### config.mk
export PLATFORM = sky130hd
export DESIGN_NAME = tdpt_ctrl
export DESIGN_NICKNAME = d
export VERILOG_FILES = /design/src/rtl/core/tdpt_pkg.sv /design/src/rtl/core/tdpt_ctrl.sv
export VERILOG_INCLUDE_DIRS = /design/src /design/src/rtl/core
export SDC_FILE = /design/constraint.sdc
export NUM_CORES = 1
export LEC_CHECK = 0
export ABC_AREA = 1
export BUFFER_PORTS_ARGS = -buffer_cell sky130_fd_sc_hd__buf_2
export CAP_MARGIN = 0
export CELL_PAD_IN_SITES_DETAIL_PLACEMENT = 1
export CELL_PAD_IN_SITES_GLOBAL_PLACEMENT = 1
export CORE_AREA = 2 2 39 41
export CTS_BUF_LIST = sky130_fd_sc_hd__clkbuf_2 sky130_fd_sc_hd__clkbuf_4 sky130_fd_sc_hd__clkbuf_8
export DETAILED_ROUTE_END_ITERATION = 6
export DIE_AREA = 0 0 41 43
export MAX_ROUTING_LAYER = met4
export PLACE_DENSITY_LB_ADDON = 0.15
export SYNTH_ARGS = -nofsm -noshare
export SYNTH_HDL_FRONTEND = slang
export SYNTH_SLANG_ARGS = --single-unit
### constraint.sdc
create_clock -name clk -period 2.89 [get_ports clk]
set_input_delay 0.578 -clock clk [delete_from_list [all_inputs] [get_ports clk]]
set_output_delay 0.578 -clock clk [all_outputs]
set_load 0.02 [all_outputs]
### src/rtl/core/trial_division_prime_test_defines.svh
// ---------------------------------------------------------------------------
// Assertion macros for the trial division prime test.
// Each macro expects signals named clk and arst_n in the using module.
// ---------------------------------------------------------------------------
`ifndef TRIAL_DIVISION_PRIME_TEST_DEFINES_SVH
`define TRIAL_DIVISION_PRIME_TEST_DEFINES_SVH

// Antecedent implies consequent in the same cycle.
`define TDPT_ASSERT_NOW(lbl, ante, cons) \
	lbl: assert property (@(posedge clk) disable iff (!arst_n) (ante) |-> (cons)) \
		else $error("tdpt: assertion failed");

// Antecedent implies consequent in the next cycle.
`define TDPT_ASSERT_NEXT(lbl, ante, cons) \
	lbl: assert property (@(posedge clk) disable iff (!arst_n) (ante) |=> (cons)) \
		else $error("tdpt: assertion failed");

`endif

### src/rtl/core/tdpt_pkg.sv
// ---------------------------------------------------------------------------
// tdpt_pkg
// Shared types and constants of the trial division prime test.
// ---------------------------------------------------------------------------
package tdpt_pkg;

	localparam int NUMBER_WIDTH_DEF = 32;

	typedef enum logic [1:0] {
		ST_IDLE,
		ST_CHECK,
		ST_DIVIDE,
		ST_DONE
	} state_t;

	// controller -> datapath
	typedef struct packed {
		logic load;      // capture a new number, divisor back to two
		logic init_div;  // start a serial remainder
		logic div_step;  // one remainder bit
		logic advance;   // next candidate divisor
		logic set_res;   // record the verdict
		logic res_val;
		logic publish;   // move verdict to the output register
	} cmd_t;

	// datapath -> controller
	typedef struct packed {
		logic below_two; // number below two
		logic sq_gt;     // divisor squared exceeds number
		logic cnt_last;  // last remainder bit this cycle
		logic rem_zero;  // remainder after this step is zero
	} sts_t;

endpackage

### src/rtl/core/tdpt_ctrl.sv
// ---------------------------------------------------------------------------
// tdpt_ctrl
// Sequencer for the trial division search and the output beat handshake.
// ---------------------------------------------------------------------------
`include "trial_division_prime_test_defines.svh"

module tdpt_ctrl (
	input  logic           clk,
	input  logic           arst_n,
	input  logic           in_valid,
	output logic           in_ready,
	output logic           out_valid,
	input  logic           out_ready,
	input  tdpt_pkg::sts_t sts,
	output tdpt_pkg::cmd_t cmd
);
	import tdpt_pkg::*;

	state_t state_q;
	state_t state_nxt;
	logic   out_valid_q;
	logic   pub_ok;

	assign pub_ok   = !out_valid_q || out_ready;
	assign in_ready = state_q == ST_IDLE;

	always_comb begin
		state_nxt = state_q;
		case (state_q)
			ST_IDLE: begin
				if (in_valid) state_nxt = ST_CHECK;
			end
			ST_CHECK: begin
				if (sts.below_two || sts.sq_gt) state_nxt = ST_DONE;
				else                            state_nxt = ST_DIVIDE;
			end
			ST_DIVIDE: begin
				if (sts.cnt_last) state_nxt = sts.rem_zero ? ST_DONE : ST_CHECK;
			end
			ST_DONE: begin
				if (pub_ok) state_nxt = ST_IDLE;
			end
			default: state_nxt = ST_IDLE;
		endcase
	end

	always_comb begin
		cmd = '0;
		case (state_q)
			ST_IDLE: begin
				cmd.load = in_valid;
			end
			ST_CHECK: begin
				if (sts.below_two) begin
					cmd.set_res = 1'b1;
					cmd.res_val = 1'b0;
				end else if (sts.sq_gt) begin
					cmd.set_res = 1'b1;
					cmd.res_val = 1'b1;
				end else begin
					cmd.init_div = 1'b1;
				end
			end
			ST_DIVIDE: begin
				cmd.div_step = 1'b1;
				if (sts.cnt_last) begin
					if (sts.rem_zero) begin
						cmd.set_res = 1'b1;
						cmd.res_val = 1'b0;
					end else begin
						cmd.advance = 1'b1;
					end
				end
			end
			ST_DONE: begin
				cmd.publish = pub_ok;
			end
			default: cmd = '0;
		endcase
	end

	always_ff @(posedge clk or negedge arst_n) begin
		if (!arst_n) begin
			state_q     <= ST_IDLE;
			out_valid_q <= 1'b0;
		end else begin
			state_q <= state_nxt;
			if (cmd.publish)    out_valid_q <= 1'b1;
			else if (out_ready) out_valid_q <= 1'b0;
		end
	end

	assign out_valid = out_valid_q;

	`TDPT_ASSERT_NEXT(a_load_to_check, in_valid && in_ready, state_q == ST_CHECK)
	`TDPT_ASSERT_NEXT(a_small_done, state_q == ST_CHECK && sts.below_two, state_q == ST_DONE)
	`TDPT_ASSERT_NEXT(a_publish, state_q == ST_DONE && !out_valid_q,
		out_valid_q && state_q == ST_IDLE)

endmodule

* Word-level counts from Yosys, hierarchy flattened
Cells that the tools add are included. Widths: inputs -> output; s select.
Word-level totals: flip-flop bits (word level) 3, bits in latches 0, bits in writable memories 0, memory bits (read-only) 0, bits of input ports 8, output and inout bits 9, word-level logic and storage cells 34, memories 0
Operators by class: add/subtract/negate cells 0, multipliers 0, div/mod/pow operators 0, magnitude comparators 0, eq/ne operators 6, shift operators 0, muxes and demuxes 20, bitwise operators 0, reductions and logical operators 6
Operator list (count):
- $mux 2 | 8
- $mux 1 | 9
- $pmux 2 s4 | 1
- $ne 2x2->1 const B | 3
- $eq 2x2->1 const B | 2
- $pmux 2 s2 | 1
- $mux 3 | 1
- $reduce_and 3->1 | 1
- $eq 2x1->1 const B | 1
- $logic_not 2->1 | 1
- $logic_or 1x1->1 | 2
- $reduce_bool 2->1 | 1
- $logic_not 1->1 | 1

* Logic depth before layout (Yosys ltp)
Gate-level depths: netlist of run 1.
depth in word-level cells 4, depth in mapped cells 8, depth with buffers taken out 8

* Worst setup path after synthesis of run 1
OpenSTA, ideal clock, no wires.
path kind reg-to-output, start register state_q[0], end output port cmd[1] (netlist name), data arrival time 1258 ps, required time 2312 ps, slack 1054 ps, stages on the path, launching flop included 5, path buffers 0, cells stage by stage dfrtp_1 inv_1 ha_1 nand2_1 nor3_1
RTL lines:
- start: declaration | RTL line tdpt_ctrl.sv:19 | state_t state_q;
- start signal: assignment | RTL line tdpt_ctrl.sv:87 | state_q <= state_nxt;
- end: declaration | RTL line tdpt_ctrl.sv:15 | output tdpt_pkg::cmd_t cmd

==> flow_summary.ini, run 1 <==
[critical_path]
critPathKind = register to output pin
critPathLaunchType = register
worst_path_largest_cell_delay_ns = 0.45
cp-end-kind = output pin
crit_required_ns = 2.31
crit_fanout = 7
reg2reg_from = state_q[0]
arrival_ns = 1.41
reg2reg_depth = 7
cp_slowest_cell = dfrtp_1
crit_chain = inv_2, ha_1, nand2_1, nor3_1, buf_2
ff2ff_setup_slack_ns = 1.59
r2r_end = state_q[0]

[routing]
wl_per_cell_um = 9.43
wl_um = 754
drtPass1Iterations = 2
post-route-drc-count = 0
avgViaCountPerCell = 4.23
first_iter_violations = 2
vias = 338
ant_nets = 0

[synth]
synth_cell_types = 18
synth_edf_count = 0
synth.most_common_cell = nand2_1
synth_area_leaders = dfrtp_1 (23%), ha_1 (19%), nand2_1 (11%)
async_flop_share_pct = 100
synthCells = 44
synthTopCellsByCount = nand2_1 (10), inv_1 (8), ha_1 (5), dfrtp_1 (3), nand3_1 (3)
ys_seq_elements = 3
synth-main-ff-cell = dfrtp_1
syn_nets = 57
yosysTopAreaCellShare_pct = 23.0
avgSynthCellArea_um2 = 7.42
yosysTopAreaCell = dfrtp_1
synth-warning-count = 0
syn_area_um2 = 327
seq_area_frac_synth_pct = 23.0

[timing]
tightestPinTransition_ns = 0.229
fin_skew_ns = 0.00163
slew_headroom_pct = 84.7
layout_min_cycle_time_ns = 1.99
fin_tns_setup_ns = 0
finalMaxSlewViolations = 0
fmax_mhz = 503
period_share_pct = 68.7
fin_hold_ws_ns = 0.130
setup_violations = 0
hold_violations = 0
rsz0062_at_grt = no

[finish]
area_delta_synth_final_pct = 39.8
diodes = 0
layout-drive-gt1-share_pct = 40.6
final_nets = 78

[cts]
clock_latency_ns = 0.23
hold_buffers = 0
cts_root_buf = clkbuf_4
cts_max_level = 1
path_clk_slew_ns = 0.04
cts.sinks = 3
cts_tree = yes
ctsResizeCount = 0
postCtsSetupBuffers = 0
cts_buffer_depth = 2
cts_made_buffers = 3

[floorplanning]
die_x_um = 41
dieHeight_um = 43
rows = 14
die_area_um2 = 1760
boundaryPins = 17
coreArea_um2 = 1380
start_util_pct = 23.6

[power_and_ir_drop]
p_per_area_nw_per_um2 = 1040
seqPwrFrac_pct = 20.5
internal_power_uw = 236
power_frac_comb_pct = 61.8
power_switching_uw = 239
p_sw_share_pct = 50.3
leakagePower_nw = 0.272
vdd_drop_max_mv = 0.437
clkPwrFrac_pct = 17.6

[grt]
grt_pass1_wl_um = 1280
grt_max_degree = 8
grt_overflow = 0
antenna_found_initial = 0
gr-usage-all-layers_pct = 11.2
grt_pass1_vias = 321

[hold_path]
min_path_type = primary input to asynchronous set/reset pin

[place]
io_buffers = 16
dp_hpwl_um = 640
place.gp.congestion = 0.691

[job]
cap_viol_max_count = 0

[run_status]
outcome = finished, final reports clean
## cells in the final DEF, fill, tap and decap left out
cell type / count
inv_2: 1
dfrtp_1: 3
nor2_1: 2
buf_2: 16
o21ai_4: 1
a21boi_1: 1
clkbuf_4: 4
nand2_1: 10
clkinv_2: 1
nand3_2: 1
ha_1: 5
nand3_4: 1
o21ai_0: 1
nand2_2: 1
o21ai_1: 1
nand3_1: 3
o211ai_1: 1
inv_1: 8
a21oi_1: 1
nor3_1: 2
## power by group through the flow
stage | clock network [mW] | registers [mW] | logic, mW
2_1_floorplan | 0 | 0.101 | 0.215
6_report | 0.0839 | 0.0977 | 0.294
4_1_cts | 0.0876 | 0.0988 | 0.302
5_1_grt | 0.0914 | 0.105 | 0.339
3_5_place_dp | 0 | 0.0991 | 0.300
3_3_place_gp | 0 | 0.0983 | 0.300
## flip-flops by register name, indices dropped and copies added, names as in the netlist
register,count
state_q,2
out_valid,1
## critical path, delay by kind of cell (launching register included)
| family | cells | cell delay (ns) |
|---|---|---|
| buffers and inverters | 2 | 0.26 |
| adders and majority gates | 1 | 0.29 |
| and+or+nand+nor | 2 | 0.16 |
| DFF | 1 | 0.45 |
## cells by family after synthesis
| group | synth area share (%) |
|---|---|
| buffers and inverters | 11.9 |
| and+or+nand+nor | 31.8 |
| adders and majority gates | 19.2 |
| DFF | 23.0 |
| AOI/OAI and AO/OA | 14.2 |
## stage by stage
| stage | utilization [%] | setup WS (ns) | area [µm²] | instances | total power, mW |
|---|---|---|---|---|---|
| floorplan | - | 1.05 | 327 | 44 | 0.315 |
| global placement | 30.8 | 1.15 | 427 | 76 | 0.398 |
| detailed placement | 30.8 | 1.13 | 427 | 76 | 0.399 |
| CTS | 33.0 | 0.870 | 457 | 80 | 0.489 |
| global route | 33.0 | 0.743 | 457 | 80 | 0.536 |
| finish | 33.0 | 0.903 | 457 | 80 | 0.476 |
## final cells by class
class / instances / area, µm²
flip-flops and latches: 3 / 75.1
inverters: 10 / 38.8
fillers: 181 / 927
repair buffers: 16 / 80.1
clock buffers: 4 / 30.0
well taps: 16 / 20.0
multi-input cells: 31 / 213
## metal layers
metal  routed length (µm)  GRT usage (%)  vias to the layer above
li1                     -              -                      177
met1                  304           12.8                      148
met2                  374           16.9                       13
met3                   76           6.28                        0
met4                    0           2.00                        0
met5                    0              -                        -
## how the worst max path moves through the flow
stage | cells after the start | from | slack, ns | endpoint
after detailed placement | 5 | state_q[0] | 1.13 | cmd[1]
after CTS | 5 | state_q[1] | 0.87 | cmd[1]
after global routing | 5 | state_q[1] | 0.74 | cmd[1]
final | 5 | state_q[1] | 0.90 | cmd[1]
after floorplan | 4 | state_q[0] | 1.05 | cmd[1]
after global placement | 5 | state_q[0] | 1.15 | cmd[1]
Note: power is estimated with default switching activity, not from simulation.
==> run 2: changes to the inputs <==
==> constraint.sdc (replaced) <==
create_clock -name clk -period 1.9 [get_ports clk]
set_input_delay 0.38 -clock clk [delete_from_list [all_inputs] [get_ports clk]]
set_output_delay 0.38 -clock clk [all_outputs]
set_load 0.02 [all_outputs]
==> flow_summary.ini, run 2 (synthesis results as in run 1) <==
[run_status]
outcome = finished, final reports clean

[cts]
path_clk_slew_ns = 0.04
cts_tree = yes
cts.sinks = 3
cts_made_buffers = 3
cts_buffer_depth = 2
cts_root_buf = clkbuf_4
clock_latency_ns = 0.23
cts_max_level = 1

[timing]
finalMaxSlewViolations = 0
setup_violations = 0
fin_skew_ns = 0.00236
slew_headroom_pct = 87.6
period_share_pct = 93.9
tightestPinTransition_ns = 0.186
layout_min_cycle_time_ns = 1.78
fin_hold_ws_ns = 0.353
rsz0062_at_grt = no
hold_violations = 0
fin_tns_setup_ns = 0
fmax_mhz = 560

[routing]
ant_nets = 0
avgViaCountPerCell = 4.24
drtPass1Iterations = 1
wl_per_cell_um = 9.46
vias = 348
first_iter_violations = 0
post-route-drc-count = 0
wl_um = 776

[floorplanning]
rows = 14
coreArea_um2 = 1380
start_util_pct = 23.6
die_x_um = 41
dieHeight_um = 43
die_area_um2 = 1760
boundaryPins = 17

[grt]
grt_overflow = 0
gr-usage-all-layers_pct = 10.7
grt_pass1_wl_um = 1220
grt_max_degree = 8
grt_pass1_vias = 318
antenna_found_initial = 0

[finish]
area_delta_synth_final_pct = 45.6
final_common_cell = buf_2
regMostFlops = state_q
diodes = 0
final_nets = 80
utilization_pct = 34.4
seqCellArea_um2 = 76.3
largest_reg_flops = 2
layout-drive-gt1-share_pct = 42.4
multi_input_area_um2 = 213
fillers = 185
layout_common_cells = buf_2 (16), nand2_1 (10), inv_1 (8), ha_1 (5), clkbuf_4 (4)
final_cells = 82

[job]
cap_viol_max_count = 0

[power_and_ir_drop]
power_uw = 743
vdd_drop_max_mv = 0.669
p_per_area_nw_per_um2 = 1560
leakagePower_nw = 0.280

[hold_path]
whs_endpoint = out_valid
min-delay-start = out_ready
min_path_type = primary input to register
min_path_cells = 2

[critical_path]
r2r_end = state_q[0]
ff2ff_setup_slack_ns = 0.62
crit_required_ns = 1.52
reg2reg_from = state_q[0]
critPathKind = register to output pin
worst_path_largest_cell_delay_ns = 0.41
crit_chain = inv_1, ha_1, nand2_1, nor3_1, buf_2
cp_slowest_cell = dfrtp_1
arrival_ns = 1.40
cp-end-kind = output pin
cp.depth = 5
crit_fanout = 5
crit_family = flip-flops
cp.buffers_inverters = 2
critPathLaunchType = register
reg2reg_depth = 7

[place]
io_buffers = 16
dp.cells = 76
dp_hpwl_um = 628
place.gp.congestion = 0.692
-- run 2: cell count changes in the layout (fill, tap and decap cells not counted), sizes merged --
cell         delta
dlygate4sd3     +1
buf             +1
-- run 2: stage by stage --
step                      setup slack [ns]  instance area (µm²)
after floorplan                      0.262                  327
after global placement               0.355                  427
after detailed placement             0.339                  427
after CTS                           0.0779                  467
after global routing               0.00594                  475
final                                0.115                  475
-- run 2: final cells by class --
type | instances | share of cell area (%)
multi-input cells | 31 | 44.7
repair buffers | 18 | 20.5
flip-flops and latches | 3 | 16.1
inverters | 10 | 8.16
clock buffers | 4 | 6.32
well taps | 16 | 4.21
-- run 2: how the worst max path moves through the flow --
stage                  end  startpoint
finish              cmd[1]  state_q[0]
global route        cmd[1]  state_q[0]
CTS                 cmd[1]  state_q[1]
detailed placement  cmd[1]  state_q[0]
global placement    cmd[1]  state_q[0]
floorplan           cmd[1]  state_q[0]
-- run 2: worst reg2reg max path: stages (launching register included) --
cell	delay (ns)
dfrtp_1	0.42
inv_1	0.14
ha_1	0.23
nand2_1	0.08
nand2_2	0.06
clkinv_2	0.08
o211ai_1	0.09
nand2_1	0.07
-- run 2: routing by layer --
| layer | global-route usage (%) | wire length [µm] |
|---|---|---|
| met1 | 11.2 | 308 |
| met2 | 16.9 | 399 |
| met3 | 6.28 | 68 |
| met4 | 2.00 | 0 |
| met5 | - | 0 |
-- run 2: where the power goes --
group | switching, mW | internal, mW | total [mW]
Combinational | 0.282 | 0.183 | 0.465
Clock | 0.0346 | 0.0930 | 0.128
Sequential | 0.0514 | 0.0996 | 0.151
-- run 2: repair_timing --
action	in CTS	in global routing
hold buffers	1	0
gates resized for setup	0	1
hold endpoints to repair	3	0
endpoints found under the setup margin	0	3
setup buffers	0	1
==> run 3: changes to the inputs <==
--- a/config.mk
+++ b/config.mk
@@ -9,8 +9,6 @@
 export ABC_AREA = 1
 export BUFFER_PORTS_ARGS = -buffer_cell sky130_fd_sc_hd__buf_2
 export CAP_MARGIN = 0
-export CELL_PAD_IN_SITES_DETAIL_PLACEMENT = 1
-export CELL_PAD_IN_SITES_GLOBAL_PLACEMENT = 1
 export CORE_AREA = 2 2 39 41
 export CTS_BUF_LIST = sky130_fd_sc_hd__clkbuf_2 sky130_fd_sc_hd__clkbuf_4 sky130_fd_sc_hd__clkbuf_8
 export DETAILED_ROUTE_END_ITERATION = 6
==> flow_summary.ini, run 3 (synthesis results as in run 1) <==
[critical_path]
reg2reg_depth = 7
worst_path_largest_cell_delay_ns = 0.40
crit_fanout = 5
crit_chain = inv_1, ha_1, nand2_1, nor3_1, buf_2
crit_required_ns = 1.52
cp.depth = 5
arrival_ns = 1.37
critPathKind = register to output pin
crit_family = flip-flops
cp.buffers_inverters = 2
critPathLaunchType = register
cp_slowest_cell = dfrtp_2
cp-end-kind = output pin

[hold_path]
min_path_cells = 2
min_path_type = primary input to register

[cts]
cts_made_buffers = 3
path_clk_slew_ns = 0.04
cts_buffer_depth = 2
cts_tree = yes
cts_root_buf = clkbuf_4
postCtsSetupBuffers = 0
cts.sinks = 3
clock_latency_ns = 0.23
cts_max_level = 1

[timing]
period_share_pct = 92.0
setup_ws_ns = 0.153
setup_violations = 0
fin_skew_ns = 0.00409
fin_tns_setup_ns = 0
hold_violations = 0
fin_hold_ws_ns = 0.338
tightestPinTransition_ns = 0.167
slew_headroom_pct = 88.9
fmax_mhz = 572
finalMaxSlewViolations = 0
rsz0062_at_grt = no
layout_min_cycle_time_ns = 1.75

[grt]
grt_pass1_wl_um = 1170
met1_usage_pct = 12.9
grt_use_met2_pct = 12.8
grt_max_degree = 8
grt_busiest_layer = met1
met3_usage_pct = 7.85
grt_pass1_vias = 300
antenna_found_initial = 0
gr-usage-all-layers_pct = 10.2
grt_overflow = 0

[finish]
final_cells = 81
largest_reg_flops = 2
utilization_pct = 33.9
layout-drive-gt1-share_pct = 43.1
design_area_um2 = 469
layout_common_cells = buf_2 (16), nand2_1 (10), inv_1 (8), ha_1 (5), clkbuf_4 (4)
final_common_cell = buf_2
final_nets = 79
area_delta_synth_final_pct = 43.7
diodes = 0
regMostFlops = state_q

[power_and_ir_drop]
vdd_drop_max_mv = 0.436
leakagePower_nw = 0.274
power_uw = 725
p_per_area_nw_per_um2 = 1540

[routing]
wl_um = 653
ant_nets = 0
avgViaCountPerCell = 4.14
drtPass1Iterations = 3
post-route-drc-count = 0
vias = 335
wl_per_cell_um = 8.06
first_iter_violations = 3

[floorplanning]
boundaryPins = 17
coreArea_um2 = 1380
die_x_um = 41
start_util_pct = 23.6
rows = 14
dieHeight_um = 43
die_area_um2 = 1760

[run_status]
outcome = finished, final reports clean

[place]
dp.cells = 76
dp_hpwl_um = 545
io_buffers = 16
place.gp.congestion = 0.698
place_area_um2 = 427
pre_cts_slack_ns = 0.342

[job]
cap_viol_max_count = 0
run 3: changes by cell type in the layout (fill, tap and decap cells not counted), sizes merged:
cell,delta
buf,-1
run 3: power by group:
part           internal (mW)  switching, mW
sequential             0.102         0.0505
combinational          0.170          0.274
clock                 0.0931         0.0351
total                  0.365          0.360
run 3: worst paths after layout:
kind                       startpoint          to  slack (ns)
max                        state_q[0]      cmd[1]        0.15
min                         out_ready   out_valid        0.34
max reg2reg                state_q[0]  state_q[0]        0.62
min reg2reg                state_q[0]  state_q[0]        0.54
max in group asynchronous      arst_n  state_q[1]        1.31
min in group asynchronous      arst_n   out_valid        0.47
run 3: area by class of cell:
type / count / area (µm²)
repair buffers: 17 / 90.1
clock buffers: 4 / 30.0
fillers: 159 / 915
flip-flops and latches: 3 / 77.6
inverters: 10 / 38.8
well taps: 16 / 20.0
multi-input cells: 31 / 213
run 3: timing repair:
item | 4_1_cts | 5_1_grt
gates resized for setup | 0 | 2
hold buffers | 1 | 0
setup endpoints to repair | 0 | 1
hold endpoints to repair | 3 | 0
run 3: worst register-to-register path: stages (launching register included):
cell,delay (ns)
dfrtp_2,0.43
inv_1,0.13
ha_1,0.24
nand2_1,0.08
nand2_2,0.06
clkinv_2,0.07
o211ai_1,0.09
nand2_1,0.07
run 3: layer usage:
| layer | share of wire, % | vias to the layer above |
|---|---|---|
| met4 | 0 | 0 |
| met3 | 7.0 | 0 |
| met1 | 49 | 144 |
| met5 | 0 | - |
| li1 | - | 179 |
| met2 | 44 | 12 |
